==> src/rtl/disc_junk_data_generator_defines.svh <==
// Assertion macros shared by the junk data generator RTL.
// Depends on nothing; users must have i_clk and i_rst_n in scope.
`ifndef DISC_JUNK_DATA_GENERATOR_DEFINES_SVH
`define DISC_JUNK_DATA_GENERATOR_DEFINES_SVH

// A property checked at every clock edge outside of reset.
`define DJDG_ASSERT(lbl, prop) \
    lbl: assert property (@(posedge i_clk) disable iff (!i_rst_n) prop) \
        else $error("djdg assertion failed");

// A condition that must never be seen outside of reset.
`define DJDG_NEVER(lbl, cond) `DJDG_ASSERT(lbl, !(cond))

`endif

==> src/rtl/djdg_pkg.sv <==
// Package for the junk data generator: constants, codes and command struct.
// No dependencies.
package djdg_pkg;

    localparam int TABLE_DEPTH    = 521;
    localparam int SHORT_LAG      = 32;
    localparam int SEED_WORDS     = 17;
    localparam int WORDS_PER_SEED = 8192;
    localparam int BLOCK_WORDS    = 65536;
    localparam int ADDR_W         = $clog2(TABLE_DEPTH);
    localparam int SEED_LOG       = $clog2(WORDS_PER_SEED);

    localparam logic [31:0] SEED_MUL   = 32'h5d588b65;
    localparam logic [31:0] BLOCK_STEP = 32'h1ef29123;
    localparam logic [31:0] ID_MUL     = 32'h0260bcd5;

    // Configuration register indexes.
    localparam logic CFG_DISC_ID     = 1'b0;
    localparam logic CFG_DISC_NUMBER = 1'b1;

    // Shared multiplier operand selection.
    typedef logic [1:0] t_mul_sel;
    localparam t_mul_sel MUL_NONE = 2'd0;
    localparam t_mul_sel MUL_BLK  = 2'd1;
    localparam t_mul_sel MUL_ID   = 2'd2;

    // Table write data selection.
    typedef logic [1:0] t_wr_sel;
    localparam t_wr_sel WR_ACC = 2'd0;
    localparam t_wr_sel WR_EXT = 2'd1;
    localparam t_wr_sel WR_XOR = 2'd2;

    typedef struct packed {
        logic              blk_ld;
        t_mul_sel          mul_sel;
        logic              rbs_ld_prod;
        logic              rbs_add_step;
        logic              s_ld_seed;
        logic              gen_step;
        logic              rd_en;
        logic [ADDR_W-1:0] rd_addr0;
        logic [ADDR_W-1:0] rd_addr1;
        logic              wr_en;
        logic [ADDR_W-1:0] wr_addr;
        t_wr_sel           wr_sel;
        logic              out_ld;
        logic              out_last;
    } t_dp_cmd;

endpackage

==> src/rtl/djdg_ctrl.sv <==
// Controller state machine: sequences seeding, XOR passes and word reads.
// Depends on djdg_pkg and the assertion macro header.
`include "disc_junk_data_generator_defines.svh"
module djdg_ctrl #(
    parameter int BLOCK_WORDS = djdg_pkg::BLOCK_WORDS
) (
    input  logic              i_clk,
    input  logic              i_rst_n,
    input  logic              i_in_valid,
    input  logic              i_command,
    output logic              o_in_ready,
    output logic              o_out_valid,
    input  logic              i_out_ready,
    output djdg_pkg::t_dp_cmd o_cmd
);
    import djdg_pkg::*;

    localparam int WIB_W = $clog2(BLOCK_WORDS);

    localparam logic [3:0] S_IDLE  = 4'd0;
    localparam logic [3:0] S_BEGIN = 4'd1;
    localparam logic [3:0] S_BLKW  = 4'd2;
    localparam logic [3:0] S_CHK   = 4'd3;
    localparam logic [3:0] S_IDW   = 4'd4;
    localparam logic [3:0] S_GEN   = 4'd5;
    localparam logic [3:0] S_EXTR  = 4'd6;
    localparam logic [3:0] S_EXTW  = 4'd7;
    localparam logic [3:0] S_PASSR = 4'd8;
    localparam logic [3:0] S_PASSW = 4'd9;
    localparam logic [3:0] S_STEP  = 4'd10;
    localparam logic [3:0] S_RD    = 4'd11;
    localparam logic [3:0] S_OUT   = 4'd12;

    localparam logic [ADDR_W-1:0] LAST_IDX  = ADDR_W'(TABLE_DEPTH - 1);
    localparam logic [ADDR_W-1:0] SEED_LAST = ADDR_W'(SEED_WORDS - 1);
    localparam logic [ADDR_W-1:0] LAG_FAR   = ADDR_W'(TABLE_DEPTH - SHORT_LAG);
    localparam logic [ADDR_W-1:0] LAG_NEAR  = ADDR_W'(SHORT_LAG);
    localparam logic [ADDR_W-1:0] ADDR_ONE  = ADDR_W'(1);
    localparam logic [WIB_W-1:0]  WIB_LAST  = WIB_W'(BLOCK_WORDS - 1);
    localparam logic [WIB_W-1:0]  WIB_ONE   = WIB_W'(1);

    logic [3:0]        r_state, n_state;
    logic              r_start, n_start;
    logic              r_started, n_started;
    logic [WIB_W-1:0]  r_wib, n_wib;
    logic [ADDR_W-1:0] r_pos, n_pos;
    logic [ADDR_W-1:0] r_idx, n_idx;
    logic [4:0]        r_bit, n_bit;
    logic [1:0]        r_npass, n_npass;
    logic              r_seeding, n_seeding;
    logic              r_out_valid, n_out_valid;
    logic              accept;

    assign o_in_ready  = (r_state == S_IDLE);
    assign o_out_valid = r_out_valid;
    assign accept      = i_in_valid && o_in_ready;

    // Next-state and command logic.
    always_comb begin
        n_state     = r_state;
        n_start     = r_start;
        n_started   = r_started;
        n_wib       = r_wib;
        n_pos       = r_pos;
        n_idx       = r_idx;
        n_bit       = r_bit;
        n_npass     = r_npass;
        n_seeding   = r_seeding;
        n_out_valid = r_out_valid && !i_out_ready;
        o_cmd       = '0;
        o_cmd.mul_sel = MUL_NONE;
        o_cmd.wr_sel  = WR_ACC;
        case (r_state)
            S_IDLE: begin
                if (accept) begin
                    o_cmd.blk_ld = 1'b1;
                    n_start      = !i_command || !r_started;
                    n_state      = S_BEGIN;
                end
            end
            S_BEGIN: begin
                if (r_start) begin
                    o_cmd.mul_sel = MUL_BLK;
                    n_state       = S_BLKW;
                end else begin
                    n_state = S_CHK;
                end
            end
            S_BLKW: begin
                o_cmd.rbs_ld_prod = 1'b1;
                n_wib             = '0;
                n_started         = 1'b1;
                n_state           = S_CHK;
            end
            S_CHK: begin
                if (r_wib[SEED_LOG-1:0] == '0) begin
                    o_cmd.mul_sel = MUL_ID;
                    n_state       = S_IDW;
                end else begin
                    n_state = S_STEP;
                end
            end
            S_IDW: begin
                o_cmd.s_ld_seed    = 1'b1;
                o_cmd.rbs_add_step = 1'b1;
                n_idx              = '0;
                n_bit              = '0;
                n_state            = S_GEN;
            end
            // Thirty-two generator steps build each of the first seed words.
            S_GEN: begin
                o_cmd.gen_step = 1'b1;
                n_bit          = r_bit + 5'd1;
                if (r_bit == 5'd31) begin
                    o_cmd.wr_en   = 1'b1;
                    o_cmd.wr_addr = r_idx;
                    o_cmd.wr_sel  = WR_ACC;
                    if (r_idx == SEED_LAST) begin
                        n_state = S_EXTR;
                    end else begin
                        n_idx = r_idx + ADDR_ONE;
                    end
                end
            end
            // Extension; the last seed word first folds in word zero.
            S_EXTR: begin
                o_cmd.rd_en    = 1'b1;
                o_cmd.rd_addr0 = (r_idx == SEED_LAST) ? SEED_LAST
                                                      : r_idx - ADDR_W'(SEED_WORDS);
                o_cmd.rd_addr1 = r_idx - SEED_LAST;
                n_state        = S_EXTW;
            end
            S_EXTW: begin
                o_cmd.wr_en   = 1'b1;
                o_cmd.wr_addr = r_idx;
                o_cmd.wr_sel  = WR_EXT;
                if (r_idx == LAST_IDX) begin
                    n_idx     = '0;
                    n_npass   = 2'd3;
                    n_seeding = 1'b1;
                    n_state   = S_PASSR;
                end else begin
                    n_idx   = r_idx + ADDR_ONE;
                    n_state = S_EXTR;
                end
            end
            // In-place forward XOR pass; each entry is read in S_PASSR and written in S_PASSW.
            S_PASSR: begin
                o_cmd.rd_en    = 1'b1;
                o_cmd.rd_addr0 = r_idx;
                o_cmd.rd_addr1 = (r_idx < LAG_NEAR) ? r_idx + LAG_FAR : r_idx - LAG_NEAR;
                n_state        = S_PASSW;
            end
            S_PASSW: begin
                o_cmd.wr_en   = 1'b1;
                o_cmd.wr_addr = r_idx;
                o_cmd.wr_sel  = WR_XOR;
                if (r_idx == LAST_IDX) begin
                    n_idx = '0;
                    if (r_npass != 2'd1) begin
                        n_npass = r_npass - 2'd1;
                        n_state = S_PASSR;
                    end else if (r_seeding) begin
                        n_seeding = 1'b0;
                        n_pos     = LAST_IDX;
                        n_state   = S_STEP;
                    end else begin
                        n_state = S_RD;
                    end
                end else begin
                    n_idx   = r_idx + ADDR_ONE;
                    n_state = S_PASSR;
                end
            end
            S_STEP: begin
                if (r_pos == LAST_IDX) begin
                    n_pos   = '0;
                    n_idx   = '0;
                    n_npass = 2'd1;
                    n_state = S_PASSR;
                end else begin
                    n_pos   = r_pos + ADDR_ONE;
                    n_state = S_RD;
                end
            end
            S_RD: begin
                o_cmd.rd_en    = 1'b1;
                o_cmd.rd_addr0 = r_pos;
                o_cmd.rd_addr1 = r_pos;
                n_state        = S_OUT;
            end
            // Hand the word to the output register once it is free.
            S_OUT: begin
                if (!r_out_valid || i_out_ready) begin
                    o_cmd.out_ld   = 1'b1;
                    o_cmd.out_last = (r_wib == WIB_LAST);
                    n_out_valid    = 1'b1;
                    n_wib          = (r_wib == WIB_LAST) ? '0 : r_wib + WIB_ONE;
                    n_state        = S_IDLE;
                end
            end
            default: begin
                n_state = S_IDLE;
            end
        endcase
    end

    // Control registers.
    always_ff @(posedge i_clk) begin
        if (!i_rst_n) begin
            r_state     <= S_IDLE;
            r_start     <= 1'b0;
            r_started   <= 1'b0;
            r_wib       <= '0;
            r_pos       <= '0;
            r_idx       <= '0;
            r_bit       <= '0;
            r_npass     <= '0;
            r_seeding   <= 1'b0;
            r_out_valid <= 1'b0;
        end else begin
            r_state     <= n_state;
            r_start     <= n_start;
            r_started   <= n_started;
            r_wib       <= n_wib;
            r_pos       <= n_pos;
            r_idx       <= n_idx;
            r_bit       <= n_bit;
            r_npass     <= n_npass;
            r_seeding   <= n_seeding;
            r_out_valid <= n_out_valid;
        end
    end

    `DJDG_NEVER(a_pos_range, r_pos > LAST_IDX)
    `DJDG_NEVER(a_idx_range, r_idx > LAST_IDX)
    `DJDG_NEVER(a_pass_count, (r_state == S_PASSR || r_state == S_PASSW) && r_npass == 2'd0)
    `DJDG_ASSERT(a_accept_leaves_idle, accept |=> r_state == S_BEGIN)
    `DJDG_NEVER(a_first_is_start, r_state == S_BEGIN && !r_started && !r_start)

endmodule

==> config.mk <==
export PLATFORM = sky130hd
export DESIGN_NAME = djdg_ctrl
export DESIGN_NICKNAME = d
export VERILOG_FILES = /design/src/rtl/djdg_pkg.sv /design/src/rtl/djdg_ctrl.sv
export VERILOG_INCLUDE_DIRS = /design/src /design/src/rtl
export SDC_FILE = /design/constraint.sdc
export NUM_CORES = 1
export LEC_CHECK = 0
export ABC_AREA = 0
export BUFFER_PORTS_ARGS = -buffer_cell sky130_fd_sc_hd__buf_2
export CAP_MARGIN = 20
export CORE_UTILIZATION = 55
export DETAILED_ROUTE_END_ITERATION = 6
export GPL_ROUTABILITY_DRIVEN = 0
export HOLD_SLACK_MARGIN = 0.15
export PLACE_DENSITY = 0.81
export SLEW_MARGIN = 30
export SYNTH_ARGS = -nofsm -noshare
export SYNTH_HDL_FRONTEND = slang
export SYNTH_SLANG_ARGS = --single-unit
==> constraint.sdc <==
create_clock -name i_clk -period 6.5 [get_ports i_clk]
set_input_delay 0 -clock i_clk [delete_from_list [all_inputs] [get_ports i_clk]]
set_output_delay 0 -clock i_clk [all_outputs]
set_load 0.01 [all_outputs]
# Word-level counts from Yosys, hierarchy flattened
# Index checks and enable logic that the tools add are counted.
# totals
out_inout_bits,45
latchBits,0
reg_bits,51
ramBits,0
rom_bits,0
in_bits,5
memories,0
# classes
n_bitwise,0
n_addsub,9
n_div,0
n_lt_le_gt_ge,1
n_mux,52
multipliers,0
reduce_logical,24
n_eq_ne,29
shifts,0
# ops
operator,n
10-bit 2-to-1 mux,10
21-bit one-hot mux with 3 select lines,1
4-bit one-hot mux with 13 select lines,1
10-bit one-hot mux with 4 select lines,1
13-bit one-hot mux with 3 select lines,1
16-bit 2-to-1 mux,2
16-bit one-hot mux with 2 select lines,1
4-bit 2-to-1 mux,7
"10-bit by 1-bit adder with 10-bit output, second input constant",2
"10-bit == test, second input constant",2
"4-bit == test, second input constant",5
2-bit 2-to-1 mux,10
"2-bit inequality test, second input constant",10
10-bit one-hot mux with 2 select lines,1
"10-bit by 5-bit subtractor with 10-bit output, second input constant",2
"16-bit by 1-bit adder with 16-bit output, second input constant",1
"16-bit == test, second input constant",1
"4-bit by 3-bit == test with 1-bit output, second input constant",4
4-bit AND reduction,4
13-bit logical NOT,1
13-bit 2-to-1 mux,1
1-bit 2-to-1 mux,12
"10-bit by 9-bit adder with 10-bit output, second input constant",1
"10-bit by 5-bit == test with 1-bit output, second input constant",1
22 further kinds,33

# Logic depth before layout (Yosys ltp)
# Gate-level depths: netlist (run 1).
# logic_depth
word_depth,4
ltp_mapped,9
mapped_depth_nobuf,8

# Worst setup path before layout (run 1)
# OpenSTA, ideal clock, no wires.
# synth_path
path_type,reg-to-reg
start,reg r_idx[5]
end,reg r_idx[6]
setup_ps,129
t_arrival_ps,2052
stages_incl_launch_ff,9
setup_slack_ps,4319
required_ps,6371
synth_period_minus_slack_ps,2181
cell_sequence,dfxtp_1 clkbuf_1 inv_1 ha_1 nor4b_1 and3_1 or2_2 o311ai_2 o31ai_2
# synth_via
elab_chain_cells,4
word_cells_on_any_way,9
classes_between,1 x add/sub; 3 x eq/ne; 4 x mux; 1 x reduce/logical
# synth_rtl
item,line_no,rtl
from (decl),djdg_ctrl.sv:47,"logic [ADDR_W-1:0] r_idx, n_idx;"
from (signal assigned),djdg_ctrl.sv:227,r_idx <= n_idx;
10-bit by 1-bit adder with 10-bit output,"djdg_ctrl.sv:121, djdg_ctrl.sv:143, djdg_ctrl.sv:171",
10-bit 2-to-1 mux,djdg_ctrl.sv:118,if (r_idx == SEED_LAST) begin
10-bit 2-to-1 mux,djdg_ctrl.sv:114,if (r_bit == 5'd31) begin
10-bit one-hot mux with 4 select lines,djdg_ctrl.sv:73,case (r_state)
# Parallel ways exist; a longest one is shown, timed or not. The select of a mux whose other input is x is not followed.
# A chain may end at the register's enable or synchronous reset.

==> flow_summary.yaml, run 1 <==
yosys:
  synth_top_area_share_pct: 25.2
  synth-simple-area-share_pct: 33.4
  synth_ff_type: "dfxtp_1"
  synth_xor_xnor_area_share_pct: 3.68
  synth_seq_cells: 51
  ys_warn_count: 0
  muxShareOfSynthArea_pct: 1.11
  synth_area_per_cell_um2: 7.33
  synth_area_leaders: "dfxtp_1, nand2_1, ha_1"
  synth_area_mm2: 0.00405
  synth_top_area_cell: "dfxtp_1"
  synth-seq-area-share_pct: 25.2
  synth_compound_area_share_pct: 24.0
  syn_nets: 576
  postSynthCellCount: 553
  synthAdderAreaFrac_pct: 5.56
  synth_edf_count: 0
  synth_top_family_by_area: "simple AND/OR/NAND/NOR gates"
  async_flop_share_pct: 0
  ys_types: 75
timing:
  slew_headroom_pct: 40.6
  fin_ws_ns: 3.64
  final_hold_viol_count: 0
  finalClockSkew_ns: 0.00726
  fmax_mhz: 350
  fin_tns_setup_ns: 0
  report.final.slew_viol_count: 0
  worst_slew_pin_slew_ns: 0.890
  setup_violations: 0
  min_period_over_period_pct: 43.9
  rsz0062_at_grt: "false"
  fin_crit_ns: 2.86
critical_path:
  endpoint_kind: "output pin"
  slowest_stage: "inv_1"
  crit_arrival_ns: 2.86
  rrSetupSlack_ns: 3.78
  slowest_delay_ns: 0.67
  path_class: "flop to output pin"
  crit_required_ns: 6.50
  r2r-end: "r_idx[8]"
  rr_startpoint: "r_idx[4]"
  startpoint_type: "flop"
  reg2reg_depth: 7
  crit_fanout: 22
  cp_cell_sequence: "inv_1, nand3_1, a31oi_1, o21ai_0, o311ai_0, buf_2"
hold_path:
  hp-start: "i_rst_n"
  holdPathStages: 2
  hold_path_end: "r_pos[7]"
  hold_class: "primary input to flop"
cts:
  holdBufCountCts: 3
  clk_pin_slew_worst_paths_ns: 0.10
  cts.sinks: 51
  cts_setup_buffers: 0
  cts_resized: 0
  cts_root_buf: "clkbuf_8"
  numCtsBuffers: 5
  cts_max_path_buffers: 2
  clk_latency_ns: 0.32
  cts_tree: "done"
  h-tree-depth: 2
routing:
  post-route-drc-count: 0
  vias: 4354
  first_iter_violations: 446
  wl_um: 11200
  antenna_left: 0
  drt_pre_antenna_iters: 7
  vias_per_cell: 6.56
  wl_per_cell_um: 16.8
pwr:
  powerDensity_mw_per_mm2: 164
  vdd_drop_max_mv: 0.0917
  power_mw: 0.717
  p_leak_nw: 1.70
cells_and_area:
  final_common_cell: "nand2_1"
  drive_gt1_share_pct: 13.4
  area.growth.synth_to_final_pct: 8.15
  nets: 590
  diodes: 0
  final_cell_mix: "nand2_1, dfxtp_1, nor2_1"
global_routing:
  gr-total-overflow: 0
  grt_antenna_before_repair: 0
  grt_max_degree: 28
  grt_pass1_vias: 3725
  grt_pass1_wl_um: 17800
  gr-usage-all-layers_pct: 29.1
floorplan:
  num_rows: 30
  start_util_pct: 58.3
  fp.coreArea_mm2: 0.00694
  io_pins: 50
  die_y_um: 87.8
  die_area_mm2: 0.00771
  die_w_um: 87.8
job:
  maxCapViolations: 0
place:
  hpwl_um: 7850
  place.port_buffers: 49
  post-place-ws_ns: 3.78
outcome:
  outcome: "finished, final reports clean"
critical path, delay by kind of cell (launching register included):
kind / cells / cell delay (ns)
buffers and inverters: 2 / 0.86
flip-flops: 1 / 0.53
AND/OR/NAND/NOR: 1 / 0.57
AO/OA/AOI/OAI: 3 / 0.57
Yosys cell counts (6+ instances only):
master,number
nand4_1,19
ha_1,18
o211ai_1,14
a21o_1,6
o21ai_1,9
a22oi_1,6
and3_1,11
buf_2,13
nand2_1,61
xnor2_1,12
nand2b_1,6
a311oi_1,6
nor3_1,26
inv_1,20
o21ai_0,26
dfxtp_1,51
nand3_1,22
nor2_1,50
a21oi_1,24
nor4_1,9
a31oi_1,11
clkbuf_1,31
and2_1,7
flip-flops by register name (all words and copies together) (netlist names):
register and count:
r_idx 10, r_start 1, o_out_valid 1, r_seeding 1, r_npass 2, r_wib 16, r_started 1, r_pos 10
r_state 4, r_bit 5
routing by layer:
layer  GRT usage (%)  vias up  wire, um
met5               0        -         0
met4            10.9        0       304
met3            5.00       31       972
met2            46.6      253      5070
met1            39.2     2010      4810
li1                -     2060         -
power by group:
group	switching [mW]	leakage (nW)	internal [mW]
Sequential	0.0240	0.412	0.320
Clock	0.117	0.0618	0.127
Combinational	0.0816	1.22	0.0479
per-stage QoR:
stage / std cells / cell area (um2) / hold slack (ns) / utilization, %
after floorplan: 553 / 4050 / 0.115 / -
after global placement: 653 / 4220 / 0.201 / 60.8
after detailed placement: 653 / 4220 / 0.214 / 60.8
after CTS: 664 / 4380 / 0.156 / 63.0
after global routing: 664 / 4380 / 0.176 / 63.1
final: 664 / 4380 / 0.158 / 63.1
logic make-up after synthesis:
group                      count (synthesis)
and+or+nand+nor                          251
AOI/OAI and AO/OA                        143
buffers and inverters                     69
DFF                                       51
adders and majority gates                 18
xor gates and xnor gates                  17
muxes                                      4
final cells by class:
| cell class | instances | area [um2] |
|---|---|---|
| well taps | 96 | 120 |
| fillers | 612 | 2560 |
| repair buffers | 53 | 283 |
| clock buffers | 6 | 82.6 |
| inverters | 23 | 86.3 |
| multi-input cells | 433 | 2750 |
| clock inverters | 2 | 38.8 |
| flip-flops and latches | 51 | 1020 |
worst max path at each step:
stage,startpoint,end,slack [ns],cells past startpoint
after floorplan,r_idx[5],r_idx[6],4.32,8
after global placement,r_state[2],r_idx[9],3.97,5
after detailed placement,r_state[2],r_idx[8],3.78,5
after CTS,r_state[0],o_cmd[18],3.71,6
after global routing,r_state[0],o_cmd[16],3.41,6
final,r_state[0],o_cmd[18],3.64,6
Power figures use the tool's default switching activity.
==> inputs of run 2 (changes only) <==
ABC_AREA = 1   (was 0)
clock period = 2.7 ns   (was 6.5 ns; I/O delays follow)
==> run 2 against run 1 <==
  * Cell area grew 4.7%
  * Clock skew increased by 0.0032 ns
  * Synthesized cell count increased by 20%
  * Combinational power grew to 4.0 times the previous value
  * Count of clock-buffer cells in the layout down 1
  * Sequential power grew 140%
  * Area after synthesis increased by 2.6%
  * Power grew to 2.7 times the previous value
  * Sequential cell count unchanged
  * Die area increased by 2.5%
  * Sequential share of layout area fell by 1.1 points
  * Register-to-register slack worse by 3.1 ns
  * Largest power group unchanged
  * Highest routed layer unchanged
==> flow_summary.yaml, run 2 <==
timing:
  fin_crit_ns: 2.27
  setup_violations: 0
  fin_tns_setup_ns: 0
  report.final.slew_viol_count: 0
  slew_headroom_pct: 67.3
  final_hold_viol_count: 0
  rsz0062_at_grt: "false"
  min_period_over_period_pct: 84.2
  fmax_mhz: 440
  worst_slew_pin_slew_ns: 0.490
  finalClockSkew_ns: 0.0105
pwr:
  pwr-share-clk_pct: 29.2
  internal_power_mw: 1.22
  power_frac_seq_pct: 43.8
  swShare_pct: 35.9
  p_leak_nw: 2.07
  vdd_drop_max_mv: 0.392
  powerDensity_mw_per_mm2: 415
  comb_power_share_pct: 27.0
  power.switching_mw: 0.684
cells_and_area:
  fin_util_pct: 62.9
  largest_register_ffs: 16
  diodes: 0
  final_cell_mix: "nand2_1, nor2_1, inv_1"
  area.growth.synth_to_final_pct: 10.4
  nets: 733
  largest-register: "r_wib"
  final_common_cell: "nand2_1"
  top_regs: "r_wib x16, r_idx x10, r_pos x10"
  drive_gt1_share_pct: 15.2
hold_path:
  hold_class: "primary input to flop"
  holdPathStages: 7
  hp-start: "i_in_valid"
  hold_path_end: "r_state[1]"
cts:
  clk_latency_ns: 0.31
  cts_tree: "done"
  h-tree-depth: 2
  clk_pin_slew_worst_paths_ns: 0.10
  holdBufCountCts: 5
  cts_resized: 0
  cts_max_path_buffers: 2
  numCtsBuffers: 5
  cts_root_buf: "clkbuf_8"
  cts.sinks: 51
  cts_setup_buffers: 0
floorplan:
  die_w_um: 88.9
  start_util_pct: 57.0
  die_area_mm2: 0.00791
  die_y_um: 88.9
  io_pins: 50
  num_rows: 31
  fp.coreArea_mm2: 0.00729
outcome:
  outcome: "finished, final reports clean"
place:
  hpwl_um: 8670
  place.port_buffers: 49
routing:
  vias_per_cell: 5.73
  post-route-drc-count: 0
  vias: 4639
  wl_per_cell_um: 14.4
  antenna_left: 0
  wl_um: 11700
  drt_pre_antenna_iters: 6
  first_iter_violations: 267
yosys:
  synth_area_per_cell_um2: 6.24
  ys_warn_count: 0
  postSynthCellCount: 666
  synth_ff_type: "dfxtp_1"
  synth-seq-area-share_pct: 24.6
  synth_area_mm2: 0.00416
  ys_types: 43
  syn_nets: 689
  synth_seq_cells: 51
  ys_top_cells_by_count: "nand2_1, nor2_1, inv_1"
  synth_area_leaders: "dfxtp_1, nand2_1, nor2_1"
  synth_edf_count: 0
  yosysMostFrequentCell: "nand2_1"
  synth_top_area_share_pct: 24.6
  async_flop_share_pct: 0
  synth_top_area_cell: "dfxtp_1"
critical_path:
  crit_fanout: 11
  rrSetupSlack_ns: 0.67
  crit_arrival_ns: 2.27
  reg2reg_depth: 9
  endpoint_kind: "output pin"
  startpoint_type: "flop"
  path_class: "flop to output pin"
  crit_required_ns: 2.70
  r2r-end: "r_pos[5]"
  rr_startpoint: "r_idx[4]"
global_routing:
  grt_pass1_vias: 4077
  grt_use_met2_pct: 52.0
  grt_most_used_layer: "met2"
  grt_antenna_before_repair: 0
  grt_pass1_wl_um: 19300
  gr-usage-all-layers_pct: 31.3
  grt_max_degree: 26
  grt_use_met3_pct: 6.46
  grtUsageMet1_pct: 40.7
  gr-total-overflow: 0
job:
  maxCapViolations: 0
run 2: cell types whose count changed in the layout (fill, tap and decap cells not counted), sizes merged, moves of 7 or more:
cell and delta:
a21oi +16, a31oi -10, and2 -7, and3 -10, inv +62, nand2 +117, nand3 +28, nor2 +51
nor3 -13, nor4 -10, xnor2 -8
run 2: layer usage:
metal  wire length, um  part of all wire [%]  up-vias
li1                  -                     -     2257
met1              4890                    42     2083
met2              5370                    46      258
met3              1160                   9.9       41
met4               281                   2.4        0
met5                 0                     0        -
run 2: layout make-up:
class,count,area [um2]
inverters,86,323
well taps,99,124
flip-flops and latches,51,1020
multi-input cells,508,2680
clock buffers,5,68.8
clock inverters,3,46.3
fillers,714,2700
repair buffers,58,325
run 2: cells by family (layout without fill, tap and decap cells):
kind of cell,Yosys count,after routing,share of synthesized area [%]
compound gates,104,104,14.9
fa+ha+maj,18,18,5.42
xor+xnor,15,15,3.16
flops,51,51,24.6
buf+inv,107,152,10.9
simple gates,371,371,41.0
run 2: worst max-delay path, stage by stage, from the launching register on:
cell	delay [ns]
dfxtp_1	0.38
inv_1	0.29
nand2_1	0.12
nor2_1	0.25
inv_1	0.18
nand2_1	0.11
inv_1	0.10
o21ai_0	0.21
o211ai_1	0.15
buf_2	0.17
run 2: power by group through the flow:
stage	Clock (mW)	Sequential, mW	Combinational [mW]
after floorplan	0	0.831	0.393
after global placement	0	0.848	0.484
after detailed placement	0	0.849	0.493
after CTS	0.564	0.833	0.506
after global routing	0.588	0.840	0.576
final	0.557	0.835	0.514
run 2: metrics by stage:
step	total power, mW	instances	setup WS [ns]	area (um2)	hold slack, ns
6_report	1.91	810	0.425	4590	0.196
5_1_grt	2.00	810	0.0897	4590	0.248
4_1_cts	1.90	810	0.491	4590	0.188
3_5_place_dp	1.34	797	0.717	4420	0.203
3_3_place_gp	1.33	797	0.788	4420	0.193
2_1_floorplan	1.22	666	0.920	4160	0.107
run 2: worst max-delay path by stage:
stage	start	end	slack, ns
floorplan	r_idx[0]	r_idx[0]	0.92
global placement	r_idx[4]	r_pos[3]	0.79
detailed placement	r_idx[5]	r_idx[1]	0.72
CTS	r_idx[0]	o_cmd[33]	0.49
global route	r_idx[0]	o_cmd[33]	0.09
finish	r_idx[5]	o_cmd[21]	0.43
